$ cat src/rtl/median_noise_residual_3x3_unit_assert.svh
// assertion macros shared by the median residual rtl
// depends on nothing; included by files that check their own logic
`ifndef MEDIAN_NOISE_RESIDUAL_3X3_UNIT_ASSERT_SVH
`define MEDIAN_NOISE_RESIDUAL_3X3_UNIT_ASSERT_SVH

// antecedent holds, consequent must hold in the same cycle
`define MNR_ASSERT_NOW(lbl, clk, rst, ante, cons) \
lbl: assert property (@(posedge clk) disable iff (rst) (ante) |-> (cons)) \
   else $error("mnr assertion failed");

// antecedent holds, consequent must hold in the next cycle
`define MNR_ASSERT_NEXT(lbl, clk, rst, ante, cons) \
lbl: assert property (@(posedge clk) disable iff (rst) (ante) |=> (cons)) \
   else $error("mnr assertion failed");

`endif

$ cat src/rtl/mnr_pkg.sv
// types, constants and luma function for the median residual block
// no dependencies
package mnr_pkg;

   localparam int CSR_DATA_W = 13;
   localparam int CSR_IDX_W  = 2;

   localparam logic [CSR_IDX_W-1:0] CSR_IMAGE_WIDTH  = 2'd0;
   localparam logic [CSR_IDX_W-1:0] CSR_IMAGE_HEIGHT = 2'd1;
   localparam logic [CSR_IDX_W-1:0] CSR_GAIN         = 2'd2;

   localparam logic [10:0] WIDTH_RESET  = 11'd640;
   localparam logic [12:0] HEIGHT_RESET = 13'd480;
   localparam logic [8:0]  GAIN_RESET   = 9'd5;

   localparam logic [12:0] ROW_SAT = 13'd8191;

   // floor(x / 100) as (x * 5243) >> 19, exact for x below 43699
   localparam logic [27:0] LUMA_MUL   = 28'd5243;
   localparam int          LUMA_SHIFT = 19;

   localparam int WIN_SIZE = 9;

   typedef struct packed {
      logic [7:0] r;
      logic [7:0] g;
      logic [7:0] b;
   } pixel_type;

   typedef struct packed {
      logic [7:0] pixel_red;
      logic [7:0] pixel_green;
      logic [7:0] pixel_blue;
      logic       flush_only;
   } req_type;

   typedef struct packed {
      logic [7:0] out_red;
      logic [7:0] out_green;
      logic [7:0] out_blue;
      logic       end_of_frame;
   } rsp_type;

   // control carried along the pipeline with each beat
   typedef struct packed {
      logic                valid;
      logic [WIN_SIZE-1:0] mask;
      logic                eof;
   } ctl_type;

   function automatic logic [7:0] luma(input pixel_type p);
      logic [14:0] s;
      logic [27:0] prod;
      s = 15'(p.r) * 15'd30 + 15'(p.g) * 15'd59 + 15'(p.b) * 15'd11;
      prod = 28'(s) * LUMA_MUL;
      return prod[LUMA_SHIFT +: 8];
   endfunction

endpackage

$ cat src/rtl/mnr_median.sv
// rank based median of the unmasked window lumas, registered
// depends on mnr_pkg
module mnr_median (
   input  logic                                  clock,
   input  logic                                  en,
   input  logic [mnr_pkg::WIN_SIZE-1:0][7:0]     luma_in,
   input  logic [mnr_pkg::WIN_SIZE-1:0]          mask_in,
   output logic [7:0]                            med
);

   logic [7:0] med_ff;
   logic [7:0] med_in;
   logic [mnr_pkg::WIN_SIZE-1:0][mnr_pkg::WIN_SIZE-1:0] lt;
   logic [mnr_pkg::WIN_SIZE-1:0][mnr_pkg::WIN_SIZE-1:0] le;
   logic [3:0] half;

   always_comb begin
      half = 4'($countones(mask_in)) >> 1;
      med_in = '0;
      for (int e = 0; e < mnr_pkg::WIN_SIZE; e++) begin
         for (int k = 0; k < mnr_pkg::WIN_SIZE; k++) begin
            lt[e][k] = mask_in[k] && (luma_in[k] < luma_in[e]);
            le[e][k] = mask_in[k] && (luma_in[k] <= luma_in[e]);
         end
      end
      // element holding sorted position half; ties give the same value
      for (int e = 0; e < mnr_pkg::WIN_SIZE; e++) begin
         if (mask_in[e] && (4'($countones(lt[e])) <= half)
               && (4'($countones(le[e])) > half)) begin
            med_in = med_in | luma_in[e];
         end
      end
   end

   always_ff @(posedge clock) begin
      if (en) begin
         med_ff <= med_in;
      end
   end

   assign med = med_ff;

endmodule
$ cat config.mk
export PLATFORM = sky130hd
export DESIGN_NAME = mnr_median
export DESIGN_NICKNAME = d
export VERILOG_FILES = /design/src/rtl/median_noise_residual_3x3_unit_assert.svh /design/src/rtl/mnr_pkg.sv /design/src/rtl/mnr_median.sv
export SDC_FILE = /design/constraint.sdc
export NUM_CORES = 1
export LEC_CHECK = 0
export CAP_MARGIN = 5
export CORE_MARGIN = 3
export CORE_UTILIZATION = 43
export CTS_BUF_LIST = sky130_fd_sc_hd__clkbuf_16
export CTS_CLUSTER_DIAMETER = 150
export DETAILED_ROUTE_END_ITERATION = 16
export DONT_BUFFER_PORTS = 1
export GPL_ROUTABILITY_DRIVEN = 0
export GPL_TIMING_DRIVEN = 0
export HOLD_SLACK_MARGIN = 0.05
export MAX_ROUTING_LAYER = met4
export PLACE_DENSITY_LB_ADDON = 0.08
export SYNTH_ARGS = -nofsm -noshare
export SYNTH_HDL_FRONTEND = slang
export SYNTH_SLANG_ARGS = --single-unit
$ cat constraint.sdc
create_clock -name clock -period 5.4 [get_ports clock]
set_clock_uncertainty 0.1 [all_clocks]
set_input_delay 0.27 -clock clock [delete_from_list [all_inputs] [get_ports clock]]
set_output_delay 0.27 -clock clock [all_outputs]
set_load 0.05 [all_outputs]
==> reports/results.env <==
RESULT_OF_THE_RUN='complete, but fails checks'
VIOLATIONS='setup timing'
MOST_COMMON_LIBRARY_CELL_IN_THE_LAYOUT_IGNORING_FILL_AND_TAPS='ha_1'
MOST-COMMON-LAYOUT-CELLS='ha_1, inv_1, a21o_1, o21ai_0, fa_1'
LARGEST_REGISTER_FF_COUNT=8
DRTPASS1ITERATIONS=6
DRC=0
PLACE_WS_NS=-1.19
SHARE_OF_SYNTHESIZED_AREA_OCCUPIED_BY_FLIP_FLOPS_AND_LATCHES_PCT=1.96
LAYOUT.CELLS.NON_FILLER=1878
DATA_REQUIRED_TIME_AT_THE_WORST_ENDPOINT_NS=5.24
DIE_H_UM=175
IO_BUFFERS=0
TIMING.MAX_CAP.VIOLATIONS=0
SLACK_OF_THE_CRITICAL_PATH_NS=-0.440
TOTAL_WIRE_LENGTH_AFTER_DETAILED_ROUTING_MM=46.2
GRT_PASS1_VIAS=11093
WHS_ENDPOINT='med[7]'
SYN_AVG_CELL_AREA_UM2=8.63
SYNTH_EDF_COUNT=8
TIMING.CRITICAL_PATH.FROM_TYPE='primary input'
CP.ARRIVAL_NS=5.68
FINAL_LAYOUT_SIZE_SUFFIX_GT1_SHARE_PCT=17.9
CLOCK_TREE.BUFFER_DEPTH=2
FIN_NETS=2059
WORST_SETUP_PATH_END_KIND='flip-flop'
GRT_MAX_DEGREE=19
RSZ0062_AT_GRT='yes'
SETUP_VIOL=8
YOSYS_MOST_USED_DFF='edfxtp_1'
FINAL-MAX-SLEW-VIOLATION-COUNT=0
POWER_mW=4.98
PLACE.DETAILED.INSTANCES=1798
POST_SYNTHESIS_INSTANCE_TOTAL=1419
INITIAL_UTILIZATION_PCT=43.8
CTS_BUFFERS=3
GRT_FIRST_PASS_WIRELENGTH_MM=69.2
TIGHTESTPINTRANSITION_NS=1.35
FLOORPLAN.ROWS=61
TIMING.SETUP.CRITICAL_PATH_CLASS='primary input to flip-flop'
GRT.OVERFLOW.TOTAL=0
ASYNC_RESET_FF_SHARE_PCT=0
SYNTH.YOSYS.WARNINGS=0
AREA.SEQUENTIAL_UM2=240
WIRE_PER_INST_UM=24.6
GLOBALROUTETOTALUTIL_PCT=30.7
FINAL_HOLD_VIOL_COUNT=0
HOLD_PATH.STARTPOINT='luma_in[55]'
CLKSINKCOUNT=8
WORST_IR_DROP_VDD_V=0.000209
NUM-FILL-CELLS=2639
DP.FINAL_HPWL_MM=37.8
PD_CELLS_nW_PER_UM2=341
CELLLEAKAGEPOWER_nW=7.40
AREA_GROWTH_SYN_TO_LAYOUT_PCT=19.3
MIN_PATH_TYPE='primary input to flip-flop'
DRT_FIRST_ITER_VIOLATIONS=1066
POSTSYNTHNETCOUNT=1977
DIE_X_UM=175
CTS_TREE='yes'
TIMING.HOLD.WORST_PATH_DEPTH=2
MAXIMUM_LEVEL_OF_THE_CTS_H_TREE=1
CLK_PIN_SLEW_WORST_PATHS_NS=0.04
POST-ROUTE-PERIOD-UTIL_PCT=108
CLOCK-ROOT-BUFFER='clkbuf_16'
PERIOD_NEEDED_NS=5.84
COREAREA_UM2=27900
SLEW_HEADROOM_PCT=9.34
POSTSYNTHREGISTERBITS=8
MAX_FREQ_GHz=0.171
ANTENNA_VIOL_NETS_FINAL=0
VIAS=11314
LARGEST_FANOUT_OF_ANY_NET_ON_THE_CRITICAL_PATH=8
DIE_AR_UM2=30500
VIAS_PER_CELL=6.02
ANTENNA_FOUND_INITIAL=0
IO_PINS=91
SYNTH.CELL_AREA_UM2=12200
YOSYS.CELL_TYPES.COUNT=38
MULTI_INPUT_COMB_AREA_UM2=12100
==> where the power goes <==
group          switching [mW]  internal, mW  total [mW]
Sequential              0.123         0.149       0.272
Clock                  0.0283        0.0954       0.124
Combinational            2.46          2.13        4.59
Total                    2.61          2.37        4.98
==> kinds of logic (layout without fill, tap and decap cells) <==
| group | count (synthesis) | in the layout | synth area share [%] |
|---|---|---|---|
| flops | 8 | 8 | 1.96 |
| compound gates | 373 | 373 | 21.5 |
| xor+xnor | 19 | 19 | 1.36 |
| buf+inv | 248 | 328 | 7.61 |
| fa+ha+maj | 475 | 475 | 53.8 |
| simple gates | 296 | 296 | 13.8 |
| other cells | 0 | 1 | 0 |
==> cell usage after synthesis (all sizes together), types with 4 or more instances <==
master,n,share of area [%]
edfxtp,8,2.0
and2,4,0.20
a211oi,10,0.61
nor2b,37,1.9
and4,18,1.3
inv,237,7.3
a222oi,8,0.65
clkbuf,10,0.31
nor4,16,0.82
a22oi,8,0.49
a21o,101,6.2
a21oi,50,2.0
nor2,42,1.3
a32oi,5,0.54
o21ai,126,5.2
nand2,15,0.46
a2111oi,9,0.90
a221o,18,1.5
xor2,5,0.36
nand3,33,1.3
o21a,16,0.98
a221oi,18,2.2
fa,85,14
and3,45,2.3
nand2b,16,0.82
ha,390,40
or3,17,0.87
nor3,19,0.78
nand4,34,1.7
xnor2,14,1.0
==> critical path, cell delays in order <==
cell and delay [ns]:
clkinvlp_4 0.13, ha_1 0.30, and3_1 0.17, a221o_1 0.34
a221oi_4 0.42, o21ai_2 0.11, fa_2 0.59, fa_1 0.45
fa_1 0.48, fa_2 0.37, fa_1 0.49, inv_1 0.04
ha_1 0.27, nor2b_1 0.13, o21a_1 0.17, o21ai_2 0.18
a21oi_4 0.16, a222oi_1 0.40, nand3_2 0.17
==> final cells by class <==
| class | count | area share, % |
|---|---|---|
| diodes | 1 | 0.0171 |
| plain buffers | 10 | 0.326 |
| well taps | 378 | 3.24 |
| clock buffers | 3 | 0.514 |
| repair buffers | 77 | 4.83 |
| multi-input cells | 1163 | 82.7 |
| inverters | 238 | 6.71 |
| flip-flops and latches | 8 | 1.64 |
==> metal layers <==
layer,vias up,routed length (um),track usage (%)
met3,77,3570,4.52
met2,396,20600,48.3
met1,5434,20600,41.3
li1,5407,-,-
met4,0,1390,8.21
met5,-,0,-
==> stage by stage <==
| step | hold slack, ns | setup TNS, ns | utilization (%) | instance area [um^2] |
|---|---|---|---|---|
| floorplan | 0.282 | -0.00532 | - | 12400 |
| global placement | 0.283 | -18.43 | 46.0 | 12900 |
| detailed placement | 0.283 | -9.31 | 46.2 | 12900 |
| CTS | 0.179 | -2.96 | 50.0 | 14000 |
| global route | 0.175 | -4.37 | 52.3 | 14600 |
| finish | 0.176 | -3.18 | 52.3 | 14600 |
==> worst max path at each step <==
stage	startpoint	end	slack [ns]
detailed placement	luma_in[50]	med[2]	-1.19
finish	luma_in[41]	med[0]	-0.44
global route	luma_in[33]	med[5]	-0.59
CTS	luma_in[27]	med[2]	-0.40
global placement	mask_in[8]	med[2]	-2.39
floorplan	luma_in[58]	med[1]	-0.005
==> timing repair <==
item	CTS	global route
hold buffers	1	0
cloned	0	0
setup endpoints to repair	8	8
pin swaps	65	65
gates resized for setup	116	83
hold endpoints to repair	8	0
buffers inserted	48	27
(Power assumes the default switching activity.)
