File: src/rtl/median_noise_residual_3x3_unit_assert.svh
// assertion macros shared by the median residual rtl
// depends on nothing; included by files that check their own logic
`ifndef MEDIAN_NOISE_RESIDUAL_3X3_UNIT_ASSERT_SVH
`define MEDIAN_NOISE_RESIDUAL_3X3_UNIT_ASSERT_SVH

// antecedent holds, consequent must hold in the same cycle
`define MNR_ASSERT_NOW(lbl, clk, rst, ante, cons) \
lbl: assert property (@(posedge clk) disable iff (rst) (ante) |-> (cons)) \
   else $error("mnr assertion failed");

// antecedent holds, consequent must hold in the next cycle
`define MNR_ASSERT_NEXT(lbl, clk, rst, ante, cons) \
lbl: assert property (@(posedge clk) disable iff (rst) (ante) |=> (cons)) \
   else $error("mnr assertion failed");

`endif

File: src/rtl/mnr_pkg.sv
// types, constants and luma function for the median residual block
// no dependencies
package mnr_pkg;

   localparam int CSR_DATA_W = 13;
   localparam int CSR_IDX_W  = 2;

   localparam logic [CSR_IDX_W-1:0] CSR_IMAGE_WIDTH  = 2'd0;
   localparam logic [CSR_IDX_W-1:0] CSR_IMAGE_HEIGHT = 2'd1;
   localparam logic [CSR_IDX_W-1:0] CSR_GAIN         = 2'd2;

   localparam logic [10:0] WIDTH_RESET  = 11'd640;
   localparam logic [12:0] HEIGHT_RESET = 13'd480;
   localparam logic [8:0]  GAIN_RESET   = 9'd5;

   localparam logic [12:0] ROW_SAT = 13'd8191;

   // floor(x / 100) as (x * 5243) >> 19, exact for x below 43699
   localparam logic [27:0] LUMA_MUL   = 28'd5243;
   localparam int          LUMA_SHIFT = 19;

   localparam int WIN_SIZE = 9;

   typedef struct packed {
      logic [7:0] r;
      logic [7:0] g;
      logic [7:0] b;
   } pixel_type;

   typedef struct packed {
      logic [7:0] pixel_red;
      logic [7:0] pixel_green;
      logic [7:0] pixel_blue;
      logic       flush_only;
   } req_type;

   typedef struct packed {
      logic [7:0] out_red;
      logic [7:0] out_green;
      logic [7:0] out_blue;
      logic       end_of_frame;
   } rsp_type;

   // control carried along the pipeline with each beat
   typedef struct packed {
      logic                valid;
      logic [WIN_SIZE-1:0] mask;
      logic                eof;
   } ctl_type;

   function automatic logic [7:0] luma(input pixel_type p);
      logic [14:0] s;
      logic [27:0] prod;
      s = 15'(p.r) * 15'd30 + 15'(p.g) * 15'd59 + 15'(p.b) * 15'd11;
      prod = 28'(s) * LUMA_MUL;
      return prod[LUMA_SHIFT +: 8];
   endfunction

endpackage

File: src/rtl/mnr_cell.sv
// one window column cell: holds three rows of a column, hands it on when shifted
// depends on mnr_pkg
module mnr_cell (
   input  logic                        clock,
   input  logic                        reset,
   input  logic                        shift_en,
   input  mnr_pkg::pixel_type [2:0]    col_in,
   output mnr_pkg::pixel_type [2:0]    col_out,
   output logic [2:0][7:0]             luma_out
);

   mnr_pkg::pixel_type [2:0] column_ff;

   always_ff @(posedge clock) begin
      if (reset) begin
         column_ff <= '0;
      end else if (shift_en) begin
         column_ff <= col_in;
      end
   end

   always_comb begin
      for (int j = 0; j < 3; j++) begin
         luma_out[j] = mnr_pkg::luma(column_ff[j]);
      end
   end

   assign col_out = column_ff;

endmodule

File: config.mk
export PLATFORM = sky130hd
export DESIGN_NAME = mnr_cell
export DESIGN_NICKNAME = d
export VERILOG_FILES = /design/src/rtl/median_noise_residual_3x3_unit_assert.svh /design/src/rtl/mnr_pkg.sv /design/src/rtl/mnr_cell.sv
export SDC_FILE = /design/constraint.sdc
export NUM_CORES = 1
export LEC_CHECK = 0
export ABC_AREA = 1
export BUFFER_PORTS_ARGS = -buffer_cell sky130_fd_sc_hd__buf_2
export CAP_MARGIN = 0
export CORE_MARGIN = 2
export CORE_UTILIZATION = 60
export CTS_CLUSTER_DIAMETER = 50
export DETAILED_ROUTE_END_ITERATION = 10
export PLACE_DENSITY = 0.85
export SETUP_SLACK_MARGIN = 0.5
export SLEW_MARGIN = 20
export SYNTH_ARGS = -nofsm -noshare
export SYNTH_HDL_FRONTEND = slang
export SYNTH_SLANG_ARGS = --single-unit
File: constraint.sdc
create_clock -name clock -period 14.5 [get_ports clock]
set_input_delay 1.45 -clock clock [delete_from_list [all_inputs] [get_ports clock]]
set_output_delay 1.45 -clock clock [all_outputs]
set_load 0.01 [all_outputs]
==> impl_metrics.tcl, run 1 <==
set metrics [dict create \
    outcome "completed" \
    syn_area_per_cell_sq_um 8.23 \
    finalSetupViolCount 0 \
    cts_tree "built" \
    place.gp.congestion 0.945 \
    ctsLongestPathBuffers 2 \
    largest_reg_flops 72 \
    max_freq_ghz 0.0883 \
    coreArea_sq_um 39500 \
    multiInputGateArea_sq_um 19000 \
    clk_pin_slew_worst_paths_ns 0.07 \
    report.final.slew_viol_count 0 \
    seq_area_frac_synth 0.0602 \
    cts.htree.levels 3 \
    rsz0062_at_grt "no" \
    yosys_warnings 0 \
    path_class "reg -> out" \
    syn_nets 3852 \
    cpMostUsedCell "inv_1" \
    yosys_register_bits 72 \
    grt_pass1_vias 19160 \
    synthCells 2908 \
    avgRoutedWirePerCell_um 15.2 \
    cts_buffers 9 \
    synth_common_cells "inv_1, ha_1, fa_1" \
    ff_latch_area_sq_um 1440 \
    synth_top_area_cell "fa_1" \
    antenna_cells 0 \
    overflow 0 \
    die_w_um 204 \
    hpwl_um 48800 \
    netlist.area_leader.share 0.320 \
    synthTopCellsByArea "fa_1, ha_1, inv_1" \
    synth.distinct_cells 43 \
    std_cell_rows 73 \
    drc 0 \
    period_minus_slack_ns 11.32 \
    cap_violations 0 \
    clk_latency_ns 0.36 \
    cts.repair.resized 0 \
    fin_nets 4012 \
    drt-pass1-iter-count 6 \
    cts_hold_buf 0 \
    num_vias 18783 \
    track_usage 0.273 \
    grt_pass1_wl_um 91200 \
    cp_max_fo 5 \
    io_buffers 170 \
    grt_max_degree 83 \
    crit_path_end_kind "primary output" \
    num-fill-cells 3360 \
    critical_path.startpoint_type "register" \
    syn_to_final_growth_pct 7.20 \
    slowest_delay_ns 0.57 \
    critPathLaunch "col_out[19]$_SDFFE_PP0P_" \
    post-route-period-util 0.781 \
    drive_gt1_frac 0.0739 \
    synthesis.area_sq_um 23900 \
    drtIter0Drc 1088 \
    final_antenna_net_count 0 \
    synthArstFlopShare 0 \
    cp_slowest_cell "fa_1" \
    min_path_type "reg -> reg" \
    synth_edf_count 0 \
    worstPathRequired_ns 13.05 \
    antenna_found_initial 4 \
    io_pins 171 \
    start_util 0.605 \
    finalSetupTns_ns 0 \
    cts.sinks 72 \
    yosysMostFrequentCell "inv_1" \
    ys.flop_type "dfxtp_1" \
    die_h_um 204 \
    die_area_sq_um 41500 \
    clockRootBuffer "clkbuf_16" \
    hold_viol_final 0 \
    cts_setup_buffers 0 \
    finClkSkew_ns 0 \
    worstHoldStart "col_out[48]$_SDFFE_PP0P_" \
    critPathArrivalTime_ns 9.87 \
    reg2reg_from "col_out[11]$_SDFFE_PP0P_" \
    drt-total-wl_um 54600 \
    viasPerCell 5.22 \
    tightest_slew_ns 0.858 \
    slew_headroom 0.428 \
]
-- logic make-up (layout without fill, tap and decap cells) --
family | count (synthesis) | in the layout | share of synthesized area
simple gates | 693 | 693 | 0.121
compound gates | 275 | 275 | 0.0686
xor+xnor | 77 | 77 | 0.0305
fa+ha+maj | 869 | 869 | 0.575
buf+inv | 922 | 1087 | 0.145
flops | 72 | 72 | 0.0602
-- worst paths after layout --
kind	cells past startpoint	to	slack, ns
hold / removal	2	col_out[48]$_SDFFE_PP0P_	0.56
hold reg to reg	2	col_out[48]$_SDFFE_PP0P_	0.56
setup reg to reg	2	col_out[11]$_SDFFE_PP0P_	13.42
setup / recovery	38	luma_out[4]	3.18
-- cell type report --
class | count | area share
inverters | 898 | 0.132
well taps | 525 | 0.0256
clock buffers | 9 | 0.00878
multi-input cells | 1914 | 0.742
repair buffers | 173 | 0.0341
flip-flops and latches | 72 | 0.0562
clock inverters | 7 | 0.00220
-- cells in the final DEF (no fill, tap or decap), types with 3 or more instances in the layout --
master	instances
nor3_1	15
inv_2	6
o21bai_1	8
ha_1	486
nor2_1	177
a21oi_1	124
xor2_1	55
xnor2_1	16
xor2_2	5
clkinvlp_4	3
nand2_2	9
fa_1	383
nand3_2	4
a21o_1	22
buf_2	170
o21ai_0	38
nand4_1	24
inv_1	891
buf_4	3
nand3_1	81
nor4_1	3
nand2_4	3
o211ai_1	4
a211oi_1	48
a31oi_1	16
clkbuf_16	9
dfxtp_1	72
o21a_1	4
nand2_1	368
-- critical path: cells and delay by family (launching register included) --
family,cells,cell delay [ns]
DFF,1,0.41
and+or+nand+nor,6,0.79
buffers and inverters,11,0.94
xor gates and xnor gates,3,0.72
adders and majority gates,13,5.82
AOI/OAI and AO/OA,5,0.81
-- stage by stage --
stage          cell area, sq um  std cells  utilization  hold slack (ns)  worst slack (ns)
2_1_floorplan             23900       2908            -            0.534              4.33
3_3_place_gp              25400       3582        0.641            0.530              3.64
3_5_place_dp              25400       3582        0.641            0.536              3.58
4_1_cts                   25600       3598        0.649            0.547              3.15
5_1_grt                   25600       3598        0.649            0.578              2.46
6_report                  25600       3598        0.649            0.561              3.18
-- per-layer routing --
| layer | vias up | wire length (um) | global-route usage |
|---|---|---|---|
| met3 | 87 | 2690 | 0.0452 |
| li1 | 9161 | - | - |
| met1 | 9092 | 24600 | 0.370 |
| met4 | 6 | 1250 | 0.0615 |
| met2 | 437 | 26000 | 0.460 |
| met5 | - | 39 | 0 |
Power of run 1 is not shown: default switching activity piles up to over one toggle a cycle in this logic, so the estimate is an artifact.
==> run 2: changes to the inputs <==
==> constraint.sdc (replaced) <==
create_clock -name clock -period 10.9 [get_ports clock]
set_input_delay 1.09 -clock clock [delete_from_list [all_inputs] [get_ports clock]]
set_output_delay 1.09 -clock clock [all_outputs]
set_load 0.01 [all_outputs]
==> run 2 against run 1 <==
Against the previous run: the flow now finishes with violations (setup timing); via count is 8.7% higher; clock-buffer cell count is the same; non-clock buffer count is 74 higher; sequential share of layout area shrank 0.50 points; critical endpoint is now luma_out[13]; wire length rose by 24%; setup slack lost 3.3 ns; worst hold slack lost 0.022 ns; die area stayed put; register-to-register slack got worse by 3.6 ns; flip-flop and latch count unchanged; global-route usage is 0.81 points higher; final cell count increased by 2.1%.
==> impl_metrics.tcl, run 2 (synthesis results as in run 1) <==
set metrics [dict create \
    drt-pass1-iter-count 8 \
    cp_max_fo 5 \
    die_area_sq_um 41500 \
    die_h_um 204 \
    critPathArrivalTime_ns 9.94 \
    drt-total-wl_um 67400 \
    final_core_util 0.726 \
    max_freq_ghz 0.0906 \
    layout_common_cells "inv_1, ha_1, fa_1, nand2_1, buf_2" \
    io_pins 171 \
    finalSetupViolCount 6 \
    setup_slack_ns -0.132 \
    hpwl_um 48500 \
    finish.instance_area_sq_um 28700 \
    critical_path.startpoint_type "register" \
    cts_tree "built" \
    largest_reg_flops 72 \
    clk_pin_slew_worst_paths_ns 0.07 \
    std_cell_rows 73 \
    final_antenna_net_count 0 \
    cts.htree.levels 3 \
    crit_path_end_kind "primary output" \
    cap_violations 0 \
    drive_gt1_frac 0.221 \
    cts.sinks 72 \
    ctsLongestPathBuffers 2 \
    ff2ff_setup_slack_ns 9.83 \
    viasPerCell 5.56 \
    coreArea_sq_um 39500 \
    slew_headroom 0.406 \
    cts_hold_buf 0 \
    worstPathRequired_ns 9.81 \
    clk_latency_ns 0.35 \
    finClkSkew_ns 0 \
    min_path_type "reg -> reg" \
    clockRootBuffer "clkbuf_16" \
    drc 0 \
    placed_area_sq_um 25400 \
    grt_max_degree 85 \
    tightest_slew_ns 0.891 \
    whs_path_depth 2 \
    path_class "reg -> out" \
    syn_to_final_growth_pct 20.0 \
    place.gp.congestion 0.962 \
    cts_buffers 9 \
    period_minus_slack_ns 11.03 \
    overflow 0 \
    io_buffers 170 \
    cpMostUsedCell "fa_1" \
    report.final.slew_viol_count 0 \
    outcome "complete, but fails checks" \
    antenna_found_initial 5 \
    fin_nets 4086 \
    track_usage 0.281 \
    start_util 0.605 \
    avgRoutedWirePerCell_um 18.4 \
    slowest_delay_ns 0.59 \
    grt_pass1_vias 19804 \
    hold_viol_final 0 \
    rsz0062_at_grt "yes" \
    post-route-period-util 1.01 \
    die_w_um 204 \
    grt_pass1_wl_um 94400 \
    num_vias 20424 \
    drtIter0Drc 1659 \
    violations "setup timing" \
    reg2reg_depth 2 \
    mostFrequentLayoutCell "inv_1" \
    cp_slowest_cell "fa_1" \
]
## run 2: cell count changes in the layout (fill, tap and decap cells not counted), sizes merged
cell      previous run  this run
buf                173       247
bufinv               0         1
clkinv               2         1
clkinvlp             3         2
diode                0         2
inv                900       901
## run 2: path summary, 6_finish.rpt
check | to | from
worst max-delay path | luma_out[13] | col_out[42]$_SDFFE_PP0P_
worst min-delay path | col_out[49]$_SDFFE_PP0P_ | col_out[49]$_SDFFE_PP0P_
worst max register to register | col_out[11]$_SDFFE_PP0P_ | col_out[11]$_SDFFE_PP0P_
worst min register to register | col_out[49]$_SDFFE_PP0P_ | col_out[49]$_SDFFE_PP0P_
## run 2: worst max-delay path, delay by kind of cell, from the launching register on
family,cells,cell delay [ns]
flops,1,0.39
compound gates,4,0.95
xor+xnor,1,0.23
buf+inv,11,1.07
fa+ha+maj,13,5.25
simple gates,15,1.67
## run 2: timing repair
action | 4_1_cts | 5_1_grt
setup endpoints to repair | 24 | 24
resized for setup | 89 | 459
buffers inserted | 10 | 58
pin swaps | 11 | 244
hold endpoints to repair | 0 | 0
## run 2: per-stage QoR
stage	hold slack [ns]	setup TNS (ns)	worst slack, ns	instances
after floorplan	0.534	0	1.09	2908
after global placement	0.521	0	0.525	3588
after detailed placement	0.531	0	0.311	3588
after CTS	0.540	0	0.496	3614
after global routing	0.582	-1.27	-0.275	3674
final	0.539	-0.323	-0.132	3674
## run 2: routing by layer
layer  routed length [um]  vias to the layer above  global-route usage
met3                 4880                      318              0.0478
met1                26400                     9763               0.375
li1                     -                     9327                   -
met2                32800                     1012               0.478
met4                 3350                        4              0.0654
met5                   30                        -                   0
## run 2: area by class of cell
cell class                      count  area, sq um
Multi-Input combinational cell   1914        21400
Fill cell                        2737        10800
Inverter                          898         3390
Timing Repair Buffer              247         1480
Sequential cell                    72         1470
Tap cell                          525          657
Clock buffer                        9          225
Clock inverter                      7         83.8
Antenna cell                        2         5.00
Power of run 2 is left out for the same reason.
